**src/ffhs_pkg.sv**
```systemverilog
// Shared types, constants and the CRC-8 step function for the frame header sync.
`default_nettype none
package ffhs_pkg;

  // Header buffer geometry.
  localparam int STORE_DEPTH = 16;
  localparam int IDX_W       = 4;
  localparam int LEN_W       = 5;

  // Sync pattern bytes.
  localparam logic [7:0] SYNC1_BYTE  = 8'hFF;
  localparam logic [7:0] SYNC2_FIXED = 8'hF8;
  localparam logic [7:0] SYNC2_VAR   = 8'hF9;

  // CRC-8 generator polynomial x^8 + x^2 + x + 1, MSB first.
  localparam logic [7:0] CRC8_POLY = 8'h07;

  // Command from the hunter to the readout sequencer.
  typedef struct packed {
    logic             start;
    logic [IDX_W-1:0] last_idx;
  } rd_cmd_t;

  // Status from the readout sequencer back to the hunter.
  typedef struct packed {
    logic busy;
  } rd_stat_t;

  // One byte of CRC-8 update, no reflection.
  function automatic logic [7:0] crc8_step(input logic [7:0] crc, input logic [7:0] b);
    logic [7:0] v;
    v = crc ^ b;
    for (int i = 0; i < 8; i++) begin
      if (v[7]) begin
        v = {v[6:0], 1'b0} ^ CRC8_POLY;
      end else begin
        v = {v[6:0], 1'b0};
      end
    end
    return v;
  endfunction

endpackage
`default_nettype wire

```
**src/ffhs_ram.sv**
```systemverilog
// Generic simple dual-port RAM with one write port and a registered read port.
`default_nettype none
module ffhs_ram #(
  parameter int WIDTH = 8,
  parameter int DEPTH = 16
) (
  input  wire logic                     clk,
  input  wire logic                     wr_en,
  input  wire logic [$clog2(DEPTH)-1:0] wr_addr,
  input  wire logic [WIDTH-1:0]         wr_data,
  input  wire logic                     rd_en,
  input  wire logic [$clog2(DEPTH)-1:0] rd_addr,
  output logic      [WIDTH-1:0]         rd_data
);

  logic [WIDTH-1:0] mem [DEPTH];

  // Write port; the read data register holds until the next read.
  always_ff @(posedge clk) begin
    if (wr_en) begin
      mem[wr_addr] <= wr_data;
    end
    if (rd_en) begin
      rd_data <= mem[rd_addr];
    end
  end

endmodule
`default_nettype wire

```
**src/ffhs_readout.sv**
```systemverilog
// Readout sequencer: reads a found header from the buffer RAM and drives the result channel.
`default_nettype none
module ffhs_readout
  import ffhs_pkg::*;
(
  input  wire logic             clk,
  input  wire logic             rst_n,
  input  wire rd_cmd_t          cmd,
  output rd_stat_t              stat,
  output logic                  ram_rd_en,
  output logic [IDX_W-1:0]      ram_rd_addr,
  input  wire logic [7:0]       ram_rd_data,
  output logic                  out_valid,
  input  wire logic             out_ready,
  output logic [7:0]            out_header_byte,
  output logic [IDX_W-1:0]      out_byte_index,
  output logic                  out_last_byte
);

  logic             busy_r, busy_nxt;
  logic [IDX_W-1:0] addr_r, addr_nxt;
  logic [IDX_W-1:0] last_r, last_nxt;
  logic             pend_r, pend_nxt;
  logic [IDX_W-1:0] pend_idx_r;
  logic             pend_last_r;
  logic             oval_r, oval_nxt;
  logic [7:0]       obyte_r;
  logic [IDX_W-1:0] oidx_r;
  logic             olast_r;
  logic             xfer;
  logic             issue;

  // A pending RAM word moves to the output register when that register frees up.
  assign xfer  = pend_r && (!oval_r || out_ready);
  // A new read is issued only when the RAM data register is free or being emptied.
  assign issue = busy_r && (!pend_r || xfer);

  assign ram_rd_en   = issue;
  assign ram_rd_addr = addr_r;
  assign stat.busy   = busy_r;

  // Next-state logic for the sequencer.
  always_comb begin
    busy_nxt = busy_r;
    addr_nxt = addr_r;
    last_nxt = last_r;
    if (cmd.start) begin
      busy_nxt = 1'b1;
      addr_nxt = '0;
      last_nxt = cmd.last_idx;
    end else if (issue) begin
      addr_nxt = addr_r + 1'b1;
      if (addr_r == last_r) begin
        busy_nxt = 1'b0;
      end
    end
    if (issue) begin
      pend_nxt = 1'b1;
    end else if (xfer) begin
      pend_nxt = 1'b0;
    end else begin
      pend_nxt = pend_r;
    end
    if (xfer) begin
      oval_nxt = 1'b1;
    end else if (out_ready) begin
      oval_nxt = 1'b0;
    end else begin
      oval_nxt = oval_r;
    end
  end

  // Control registers.
  always_ff @(posedge clk) begin
    if (!rst_n) begin
      busy_r <= 1'b0;
      pend_r <= 1'b0;
      oval_r <= 1'b0;
      addr_r <= '0;
      last_r <= '0;
    end else begin
      busy_r <= busy_nxt;
      pend_r <= pend_nxt;
      oval_r <= oval_nxt;
      addr_r <= addr_nxt;
      last_r <= last_nxt;
    end
  end

  // Payload registers follow the read data through the output stage.
  always_ff @(posedge clk) begin
    if (issue) begin
      pend_idx_r  <= addr_r;
      pend_last_r <= (addr_r == last_r);
    end
    if (xfer) begin
      obyte_r <= ram_rd_data;
      oidx_r  <= pend_idx_r;
      olast_r <= pend_last_r;
    end
  end

  assign out_valid       = oval_r;
  assign out_header_byte = obyte_r;
  assign out_byte_index  = oidx_r;
  assign out_last_byte   = olast_r;

endmodule
`default_nettype wire

```
**src/flac_frame_header_sync.sv**
```systemverilog
// Top level: hunts for a CRC-8 checked frame header and emits its bytes.
//
// Input channel: one stream byte per beat on in_data_byte (in_valid/in_ready).
// Result channel: one header byte per beat on out_header_byte with its position
// out_byte_index and out_last_byte set on the closing CRC byte.
// With the readout sequencer idle, one input byte is taken every cycle while
// hunting and collecting; candidate bytes are written to a 16-entry buffer RAM
// and the CRC-8 (polynomial 0x07, initial zero) is updated in the same cycle.
// When the CRC over the candidate reaches zero, the input side stalls while the
// readout sequencer reads the buffer RAM one entry per cycle unless the receiver
// stalls. Each entry is read into the RAM read data register and then moved to
// the output register, and in_ready stays low until the read of the last entry
// is issued. The readout rate is set by the single RAM read port. A receiver
// stall holds the output register and the RAM read data register, and pauses
// the sequencer without losing any beat.
// Candidates that reach MAX_HEADER bytes with a nonzero CRC are dropped silently.
// Reset (rst_n low, synchronous) returns the hunter to searching for 0xFF and
// empties the result channel; the buffer contents are not cleared.
`default_nettype none
module flac_frame_header_sync
  import ffhs_pkg::*;
#(
  parameter int MAX_HEADER = 16
) (
  input  wire logic             clk,
  input  wire logic             rst_n,
  input  wire logic             in_valid,
  output logic                  in_ready,
  input  wire logic [7:0]       in_data_byte,
  output logic                  out_valid,
  input  wire logic             out_ready,
  output logic [7:0]            out_header_byte,
  output logic [IDX_W-1:0]      out_byte_index,
  output logic                  out_last_byte
);

  localparam int LIMIT = (MAX_HEADER > STORE_DEPTH) ? STORE_DEPTH :
                         ((MAX_HEADER < 3) ? 3 : MAX_HEADER);
  localparam logic [LEN_W-1:0] LIMIT_LEN = LEN_W'(LIMIT);

  typedef enum logic [1:0] {
    ST_HUNT,
    ST_SYNC2,
    ST_COLLECT
  } state_t;

  state_t           state_r, state_nxt;
  logic [7:0]       crc_r, crc_nxt;
  logic [LEN_W-1:0] len_r, len_nxt;
  logic             accept;
  logic [7:0]       crc_app;
  logic [LEN_W-1:0] len_inc;
  logic             wr_en;
  logic [IDX_W-1:0] wr_addr;
  logic             append;
  rd_cmd_t          rd_cmd;
  rd_stat_t         rd_stat;
  logic             ram_rd_en;
  logic [IDX_W-1:0] ram_rd_addr;
  logic [7:0]       ram_rd_data;

  assign in_ready = !rd_stat.busy;
  assign accept   = in_valid && in_ready;
  assign crc_app  = crc8_step(crc_r, in_data_byte);
  assign len_inc  = len_r + 1'b1;
  assign wr_addr  = (state_r == ST_HUNT) ? '0 : len_r[IDX_W-1:0];

  // Hunter: sync detection, CRC tracking and buffer writes.
  always_comb begin
    state_nxt       = state_r;
    crc_nxt         = crc_r;
    len_nxt         = len_r;
    wr_en           = 1'b0;
    append          = 1'b0;
    rd_cmd.start    = 1'b0;
    rd_cmd.last_idx = len_r[IDX_W-1:0];
    unique case (state_r)
      ST_HUNT: begin
        if (accept && in_data_byte == SYNC1_BYTE) begin
          wr_en     = 1'b1;
          crc_nxt   = crc8_step(8'h00, SYNC1_BYTE);
          len_nxt   = LEN_W'(1);
          state_nxt = ST_SYNC2;
        end
      end
      ST_SYNC2: begin
        if (accept) begin
          if (in_data_byte == SYNC2_FIXED || in_data_byte == SYNC2_VAR) begin
            append = 1'b1;
          end else begin
            state_nxt = ST_HUNT;
          end
        end
      end
      ST_COLLECT: begin
        if (accept) begin
          append = 1'b1;
        end
      end
      default: begin
        state_nxt = ST_HUNT;
      end
    endcase
    // Append the beat, then close, drop or keep collecting.
    if (append) begin
      wr_en = 1'b1;
      if (crc_app == 8'h00) begin
        rd_cmd.start = 1'b1;
        state_nxt    = ST_HUNT;
        len_nxt      = '0;
        crc_nxt      = 8'h00;
      end else if (len_inc >= LIMIT_LEN) begin
        state_nxt = ST_HUNT;
        len_nxt   = '0;
        crc_nxt   = 8'h00;
      end else begin
        state_nxt = ST_COLLECT;
        len_nxt   = len_inc;
        crc_nxt   = crc_app;
      end
    end
  end

  // Hunter state registers.
  always_ff @(posedge clk) begin
    if (!rst_n) begin
      state_r <= ST_HUNT;
      crc_r   <= 8'h00;
      len_r   <= '0;
    end else begin
      state_r <= state_nxt;
      crc_r   <= crc_nxt;
      len_r   <= len_nxt;
    end
  end

  // Header buffer.
  ffhs_ram #(
    .WIDTH (8),
    .DEPTH (STORE_DEPTH)
  ) u_store (
    .clk     (clk),
    .wr_en   (wr_en),
    .wr_addr (wr_addr),
    .wr_data (in_data_byte),
    .rd_en   (ram_rd_en),
    .rd_addr (ram_rd_addr),
    .rd_data (ram_rd_data)
  );

  // Readout sequencer and output register.
  ffhs_readout u_readout (
    .clk             (clk),
    .rst_n           (rst_n),
    .cmd             (rd_cmd),
    .stat            (rd_stat),
    .ram_rd_en       (ram_rd_en),
    .ram_rd_addr     (ram_rd_addr),
    .ram_rd_data     (ram_rd_data),
    .out_valid       (out_valid),
    .out_ready       (out_ready),
    .out_header_byte (out_header_byte),
    .out_byte_index  (out_byte_index),
    .out_last_byte   (out_last_byte)
  );

  // A found header blocks the input side on the next cycle.
  a_start_stalls: assert property (@(posedge clk) disable iff (!rst_n)
    rd_cmd.start |=> !in_ready)
    else $error("input not stalled after a header was found");

  // The candidate length never reaches the size limit between beats.
  a_len_bound: assert property (@(posedge clk) disable iff (!rst_n)
    len_r < LIMIT_LEN)
    else $error("candidate length at or above limit");

  // A candidate past the first sync byte always holds at least that byte.
  a_len_nonzero: assert property (@(posedge clk) disable iff (!rst_n)
    (state_r != ST_HUNT) |-> (len_r != '0))
    else $error("empty candidate outside hunting");

endmodule
`default_nettype wire

```
**config.mk**
```make
export PLATFORM = sky130hd
export DESIGN_NAME = flac_frame_header_sync
export DESIGN_NICKNAME = d
export VERILOG_FILES = /design/src/ffhs_pkg.sv /design/src/ffhs_ram.sv /design/src/ffhs_readout.sv /design/src/flac_frame_header_sync.sv
export SDC_FILE = /design/constraint.sdc
export NUM_CORES = 1
export LEC_CHECK = 0
export CAP_MARGIN = 30
export CORE_MARGIN = 1.5
export CORE_UTILIZATION = 50
export DETAILED_ROUTE_END_ITERATION = 16
export DONT_BUFFER_PORTS = 1
export RECOVER_POWER = 100
export SKIP_LAST_GASP = 1
export SYNTH_ARGS = -nofsm -noshare
export SYNTH_HDL_FRONTEND = slang
export SYNTH_SLANG_ARGS = --single-unit
```
**constraint.sdc**
```tcl
create_clock -name clk -period 6.4 [get_ports clk]
set_input_delay 0.64 -clock clk [delete_from_list [all_inputs] [get_ports clk]]
set_output_delay 0.64 -clock clk [all_outputs]
set_load 0.05 [all_outputs]
```
# Word level (Yosys, flattened, before mapping)
# Memories as Yosys holds them, arrays and structs flattened. A register that Yosys moved wholly into a read port is not among the register bits.
# Index checks and enable logic that the tools add are counted.
# op_classes
addsub,2
n_lt_le_gt_ge,1
n_eq_ne,10
muxes,44
n_bitwise,10
reduce_logical,22
# ops
op,n
8-bit 2-to-1 mux,5
5-bit 2-to-1 mux,5
8-bit equality test (second input constant),3
3-bit 2-to-1 mux,8
3-bit NOT,8
1-bit 2-to-1 mux,17
2-bit 2-to-1 mux,6
2-bit nonzero test,6
8-bit zero test,1
8-bit bitwise XOR,1
3-bit inequality test (second input constant),2
2-bit one-hot mux with 3 select lines,1
5-bit by 1-bit adder with 5-bit output (second input constant),1
5-bit >= comparator (second input constant),1
4-bit by 1-bit adder with 4-bit output (second input constant),1
4-bit equality test,1
1-bit logical AND,4
4-bit 2-to-1 mux,1
2-bit AND reduction,2
4-bit AND reduction,1
1-bit zero test,3
1-bit logical OR,3
3-bit by 2-bit inequality test with 1-bit output (second input constant),1
2-bit by 1-bit equality test with 1-bit output (second input constant),1
other kinds (6),6
# totals
register_bits,44
mem_bits_rw,128
in_bits,12
out_inout_bits,15
word_cells,103
mem_count,1
# memory_table
name,depth,word_bits,read_ports,rd_ports_with_merged_regs,write_ports,line,rtl
u_store.mem,16,8,1,1,1,ffhs_ram.sv:16,logic [WIDTH-1:0] mem [DEPTH];

# Depth between registers and ports, before layout
# Gate-level depths: netlist of the first run.
# depth
depth_word,22
ltp_mapped,8
mapped_depth_nobuf,7

# Hierarchy
# A second synthesis of the first run with hierarchy kept.
# hier_totals
cells_unflattened,429
hier_area_um2,7395.8
# by_module_without_submodules
mod,n_inst,cells_per_inst,area_each_um2,seq_area_each_um2
ffhs_ram,1,229,5227.5,4083.9
flac_frame_header_sync,1,129,1119.8,300.3
ffhs_readout,1,71,1048.5,760.7

# Least setup slack after synthesis of the first run
# Ideal clock, no wire load.
# synth_timing
path_type,input-to-reg
startpoint,in in_data_byte[6]
endpoint,"mem u_store.mem[5][0], enable pin"
setup_ps,385
arrival_time_ps,2408
t_required_ps,6015
path_slack_ps,3607
cell_stages,7
n_path_buf,1
cell_sequence,and4_1 > nand4_1 > or2_2 > nand2_1 > clkbuf_1 > nand2_1 > nor3b_1
# synth_between
elab_chain_cells,8
elab_cells_between_ends,13
cone_classes,eq/ne (3); mux (8); reduce/logical (2)
# synth_lines
element,line,rtl
start: declaration,flac_frame_header_sync.sv:29,"input wire logic [7:0] in_data_byte,"
8-bit equality test,flac_frame_header_sync.sv:88,if (in_data_byte == SYNC2_FIXED || in_data_byte == SYNC2_VAR) begin
1-bit logical OR,flac_frame_header_sync.sv:88,
1-bit 2-to-1 mux,flac_frame_header_sync.sv:88,
1-bit 2-to-1 mux,flac_frame_header_sync.sv:87,if (accept) begin
1-bit one-hot mux with 2 select lines,flac_frame_header_sync.sv:77,unique case (state_r)
1-bit 2-to-1 mux *,flac_frame_header_sync.sv:105,if (append) begin
1-bit 2-to-1 mux *,ffhs_ram.sv:20,if (wr_en) begin
1-bit 2-to-1 mux (not written as such) *,ffhs_ram.sv:21,mem[wr_addr] <= wr_data;
end: declaration,ffhs_ram.sv:16,
# Every way passes the cells marked *; elsewhere a longest branch is shown, timed or not.

==> results.py, run 1 <==
metrics = {
    "run_status": {
        "status": "finished, violations left",
        "violations": "capacitance limit, slew limit",
    },
    "sta": {
        "max_freq_mhz": 244,
        "worst_pin_slew_ns": 3.10,
        "hold_violations": 0,
        "slew_headroom_pct": -107,
        "setup_tns_ns": 0,
        "whs_ns": 0.307,
        "min_period_ns": 4.09,
        "finalCritPeriodShare_pct": 63.9,
        "maxSlewViolCount": 71,
        "rsz0062_at_grt": "false",
        "setup_viol": 0,
        "skew_ns": 0.0122,
    },
    "synthesis": {
        "synth_top_area_share_pct": 64.1,
        "ys_top_cells_by_area": "edfxtp_1, mux4_2, dfxtp_1",
        "synth-edff-count": 154,
        "ys_seq_area_share_pct": 71.3,
        "synth_top_family_by_area": "multiplexers",
        "ys_warn_count": 0,
        "ys_seq_elements": 180,
        "syn_area_um2": 7220,
        "synthTopCellsByCount": "edfxtp_1, mux4_2, nor2_1",
        "ys.flop_type": "edfxtp_1",
        "synth_xor_area_share_pct": 4.28,
        "synthAdderAreaFrac_pct": 1.04,
        "syn_nets": 415,
        "avgSynthCellArea_um2": 18.2,
        "syn_inst": 397,
        "yosys.area_share.simple_pct": 5.53,
        "yosysMostFrequentCell": "edfxtp_1",
        "synth_top_cell_by_area": "edfxtp_1",
        "muxShareOfSynthArea_pct": 13.2,
        "synth-compound-area-share_pct": 3.40,
        "ys_types": 49,
        "async_reset_ff_share_pct": 0,
    },
    "global_route": {
        "first_global_vias": 3607,
        "track_usage_pct": 20.5,
        "grt_max_degree": 38,
        "gr-total-overflow": 0,
        "grt_pass1_wl_um": 21400,
        "antenna_found_initial": 0,
    },
    "cts": {
        "cts.repair.resized": 0,
        "cts_made_buffers": 17,
        "cts_tree": "built",
        "cts.path.max_buffers": 2,
        "cts_hold_buf": 0,
        "root_buffer": "clkbuf_16",
        "cts.clk_slew.worst_paths_ns": 0.06,
        "htreeDepth": 4,
        "clkLatencyLatePin_ns": 0.43,
        "cts.sinks": 180,
        "post_cts_buffers": 0,
    },
    "layout": {
        "utilization_pct": 57.1,
        "antenna_cells": 0,
        "final_layout_size_suffix_gt1_share_pct": 16.0,
        "postLayoutCellArea_um2": 7980,
        "area_growth_pct": 10.6,
        "nets": 433,
        "fill_cells": 1100,
    },
    "route": {
        "first_iter_violations": 388,
        "wl_um": 14100,
        "dr.pass1.iters": 5,
        "wire_per_inst_um": 23.3,
        "ant_nets": 0,
        "avgViaCountPerCell": 5.86,
        "dr_total_vias": 3553,
        "drcViolationCount": 0,
    },
    "worst_setup_path": {
        "r2r_cells": 3,
        "crit_required_ns": 6.55,
        "slowest_delay_ns": 2.18,
        "slowest_stage": "clkbuf_1",
        "crit_path_start_kind": "flop",
        "crit_path_end_kind": "flop",
        "cp_common_cell": "mux4_2",
        "path_cells": "clkbuf_1 -> mux4_2 -> mux4_2",
        "worstPathArrival_ns": 4.24,
        "critPathKind": "reg2reg",
        "path_max_fanout": 37,
    },
    "floorplan": {
        "io_pins": 27,
        "die_area_um2": 15200,
        "core-area_um2": 14000,
        "core.rowCount": 43,
        "die_x_um": 123,
        "chipHeight_um": 123,
        "start_util_pct": 51.6,
    },
    "hold_path": {
        "hold_class": "in2reg",
        "holdPathStages": 0,
    },
    "power": {
        "power_density_nw_per_um2": 289,
        "peakVddDrop_v": 0.000192,
        "leakage_nw": 2.51,
    },
    "place": {
        "port_buffers": 0,
        "placed_area_um2": 7500,
        "gp_congestion": 0.828,
        "hpwl_um": 9210,
    },
    "flow_run": {
        "drv_cap": 2,
    },
}
[per-stage QoR]
| step | setup WS, ns | instances | power [mW] |
|---|---|---|---|
| after global placement | 2.98 | 569 | 1.33 |
| after floorplan | 3.61 | 397 | 1.32 |
| after global routing | 1.83 | 606 | 2.37 |
| after detailed placement | 3.15 | 576 | 1.33 |
| final | 2.31 | 606 | 2.31 |
| after CTS | 3.44 | 606 | 2.33 |
[power breakdown]
part	switching (mW)	leakage, nW	internal, mW
Sequential	0.000136	1.59	1.27
Combinational	0.0153	0.637	0.0157
Clock	0.405	0.279	0.605
[critical path: cells and delay by family (launching register included)]
| family | cells | cell delay, ns |
|---|---|---|
| buf+inv | 1 | 2.18 |
| mux | 2 | 1.29 |
| flops | 1 | 0.32 |
[layout by cell type, fill, tap and decap left out, drive strengths merged, types with 3 or more instances in the layout]
master / instances
xor2: 9
ha: 6
edfxtp: 154
xnor3: 3
nor2: 30
a211oi: 3
o21ai: 8
bufinv: 3
clkbuf: 35
a21oi: 6
mux2i: 5
o211a: 3
nand3: 5
nand2: 17
mux4: 40
clkinv: 9
nand4: 5
nor2b: 8
dfxtp: 26
xnor2: 14
a31oi: 3
inv: 6
[registers in the layout, indices dropped and copies added, names as in the netlist]
register,flops
u_readout.out_byte_index,4
u_readout.out_header_byte,8
u_readout.out_valid,1
crc_r,8
u_store.mem,128
u_store.rd_data,8
state_r,2
u_readout.pend_r,1
u_readout.ram_rd_addr,4
len_r,5
u_readout.last_r,4
u_readout.pend_idx_r,4
u_readout.out_last_byte,1
u_readout.stat,1
u_readout.pend_last_r,1
[area by class of cell]
class,count,area [um^2],share of cell area [%]
Clock inverter,11,138,1.72
Timing Repair Buffer,16,60.1,0.752
Inverter,7,26.3,0.329
Tap cell,180,225,2.82
Sequential cell,180,5140,64.5
Multi-Input combinational cell,193,1960,24.5
Clock buffer,19,433,5.42
[routing by layer]
layer | GRT usage [%] | vias up | part of all wire, %
met1 | 28.2 | 1818 | 43
met5 | 0 | - | 0
li1 | - | 1602 | -
met3 | 5.17 | 13 | 6.4
met4 | 6.25 | 0 | 0.86
met2 | 32.5 | 120 | 50
[cells by family after synthesis]
logic type	after synthesis
flip-flops	180
XOR/XNOR	27
AO/OA/AOI/OAI	34
buffers and inverters	24
adder cells (fa/ha/maj)	6
AND/OR/NAND/NOR	81
multiplexers	45
[final timing paths]
| kind | startpoint | end | slack [ns] |
|---|---|---|---|
| worst max-delay path | u_readout.ram_rd_addr[0] | u_store.rd_data[7] | 2.31 |
| worst max register to register | u_readout.ram_rd_addr[0] | u_store.rd_data[7] | 2.31 |
| worst min-delay path | in_data_byte[6] | u_store.mem[10][6] | 0.31 |
| worst min register to register | u_store.rd_data[6] | u_readout.out_header_byte[6] | 0.42 |
Note: power is estimated with default switching activity, not from simulation.
==> run 2: changes to the inputs <==
clock period = 3.9 ns   (was 6.4 ns; I/O delays follow)
==> results.py, run 2 (synthesis results as in run 1) <==
metrics = {
    "run_status": {
        "status": "finished, final reports clean",
    },
    "worst_setup_path": {
        "r2r_cells": 6,
        "r2r_end": "u_readout.ram_rd_addr[1]",
        "crit_path_end_kind": "flop",
        "rrSetupSlack_ns": 0.98,
        "critPathKind": "reg2reg",
        "r2r-start": "crc_r[7]",
        "crit_path_start_kind": "flop",
        "crit_required_ns": 4.21,
        "path_max_fanout": 6,
        "worstPathArrival_ns": 3.23,
    },
    "sta": {
        "slew_headroom_pct": 22.5,
        "setup_viol": 0,
        "maxSlewViolCount": 0,
        "finalCritPeriodShare_pct": 74.8,
        "hold_violations": 0,
        "whs_ns": 0.0688,
        "min_period_ns": 2.92,
        "skew_ns": 0.00860,
        "max_freq_mhz": 343,
        "setup_tns_ns": 0,
        "worst_pin_slew_ns": 1.16,
        "setup_slack_ns": 0.983,
        "rsz0062_at_grt": "false",
    },
    "floorplan": {
        "core-area_um2": 14000,
        "die_x_um": 123,
        "start_util_pct": 51.6,
        "die_area_um2": 15200,
        "core.rowCount": 43,
        "chipHeight_um": 123,
        "io_pins": 27,
    },
    "global_route": {
        "met2_usage_pct": 29.1,
        "first_global_vias": 3499,
        "grt_max_degree": 32,
        "gr-total-overflow": 0,
        "grt_pass1_wl_um": 20900,
        "antenna_found_initial": 1,
        "track_usage_pct": 19.7,
        "grt.met1_usage_pct": 29.5,
        "met3_usage_pct": 4.66,
        "grt_busiest_layer": "met1",
    },
    "route": {
        "dr_total_vias": 3497,
        "drcViolationCount": 0,
        "dr.pass1.iters": 4,
        "first_iter_violations": 351,
        "ant_nets": 0,
        "wire_per_inst_um": 22.1,
        "avgViaCountPerCell": 5.75,
        "wl_um": 13400,
    },
    "layout": {
        "largest_reg_flops": 128,
        "nets": 433,
        "multi_input_area_um2": 1970,
        "seq_area_um2": 5140,
        "postLayoutCellArea_um2": 8090,
        "layout_commonest_cell": "edfxtp_1",
        "area_growth_pct": 12.1,
        "utilization_pct": 57.8,
        "fill_cells": 1079,
        "antenna_cells": 0,
        "largest_register": "u_store.mem",
        "final_layout_size_suffix_gt1_share_pct": 17.1,
        "mostFrequentLayoutCells": "edfxtp_1, mux4_2, nor2_1, dfxtp_1, clkbuf_1",
    },
    "power": {
        "leakage_nw": 2.55,
        "peakVddDrop_v": 0.000307,
        "power_density_nw_per_um2": 491,
    },
    "cts": {
        "root_buffer": "clkbuf_16",
        "cts.path.max_buffers": 2,
        "cts.sinks": 180,
        "cts_tree": "built",
        "htreeDepth": 4,
        "cts.clk_slew.worst_paths_ns": 0.06,
        "cts.repair.resized": 0,
        "cts_hold_buf": 0,
        "post_cts_buffers": 0,
        "cts_made_buffers": 17,
        "clkLatencyLatePin_ns": 0.42,
    },
    "place": {
        "dpl_worst_slack_ns": 1.18,
        "port_buffers": 0,
        "gp_congestion": 0.843,
        "placed_area_um2": 7510,
        "hpwl_um": 8730,
    },
    "hold_path": {
        "holdPathStages": 0,
        "hold_end": "u_store.mem[5][1]",
        "hp-start": "in_data_byte[1]",
        "hold_class": "in2reg",
    },
    "flow_run": {
        "drv_cap": 0,
    },
}
## run 2: changes by cell type in the layout (fill, tap and decap cells not counted), sizes merged
cell / before / now
buf: 0 / 2
inv: 6 / 7
clkbuf: 35 / 38
clkinv: 9 / 3
bufinv: 3 / 5
## run 2: report_power, final
| group | internal (mW) | switching [mW] |
|---|---|---|
| sequential | 2.08 | 0.000223 |
| combinational | 0.0257 | 0.0265 |
| clock | 1.17 | 0.663 |
| total | 3.28 | 0.690 |
## run 2: area by class of cell
class                   instances  area share, %
inverters                       7          0.325
multi-input cells             193           24.3
repair buffers                 16          0.990
well taps                     180           2.78
flip-flops and latches        180           63.6
clock inverters                 8           2.13
clock buffers                  24           5.83
## run 2: per-layer routing
| metal | vias up | part of all wire [%] |
|---|---|---|
| met5 | - | 0 |
| met4 | 0 | 0.98 |
| met3 | 9 | 5.0 |
| met2 | 92 | 48 |
| met1 | 1795 | 46 |
| li1 | 1601 | - |
## run 2: worst max path at each step
stage	slack, ns	start	endpoint
4_1_cts	1.19	crc_r[7]	u_readout.ram_rd_addr[1]
3_5_place_dp	1.18	in_data_byte[7]	u_readout.ram_rd_addr[1]
3_3_place_gp	1.21	in_data_byte[6]	u_readout.ram_rd_addr[0]
2_1_floorplan	1.36	in_data_byte[6]	u_store.mem[5][0]
5_1_grt	0.80	crc_r[7]	u_readout.ram_rd_addr[1]
6_report	0.98	crc_r[7]	u_readout.ram_rd_addr[1]
## run 2: critical path: stages, from the launching register on
cell and delay (ns):
dfxtp_1 0.33, xnor2_1 0.44, xor3_1 0.60, or4_1 0.64
a211oi_4 0.49, nand2b_1 0.25, nor2_1 0.07
## run 2: metrics by stage
step	std cells	total power, mW
after global routing	608	4.07
after global placement	575	2.18
after detailed placement	576	2.18
after CTS	608	4.00
after floorplan	397	2.17
final	608	3.97
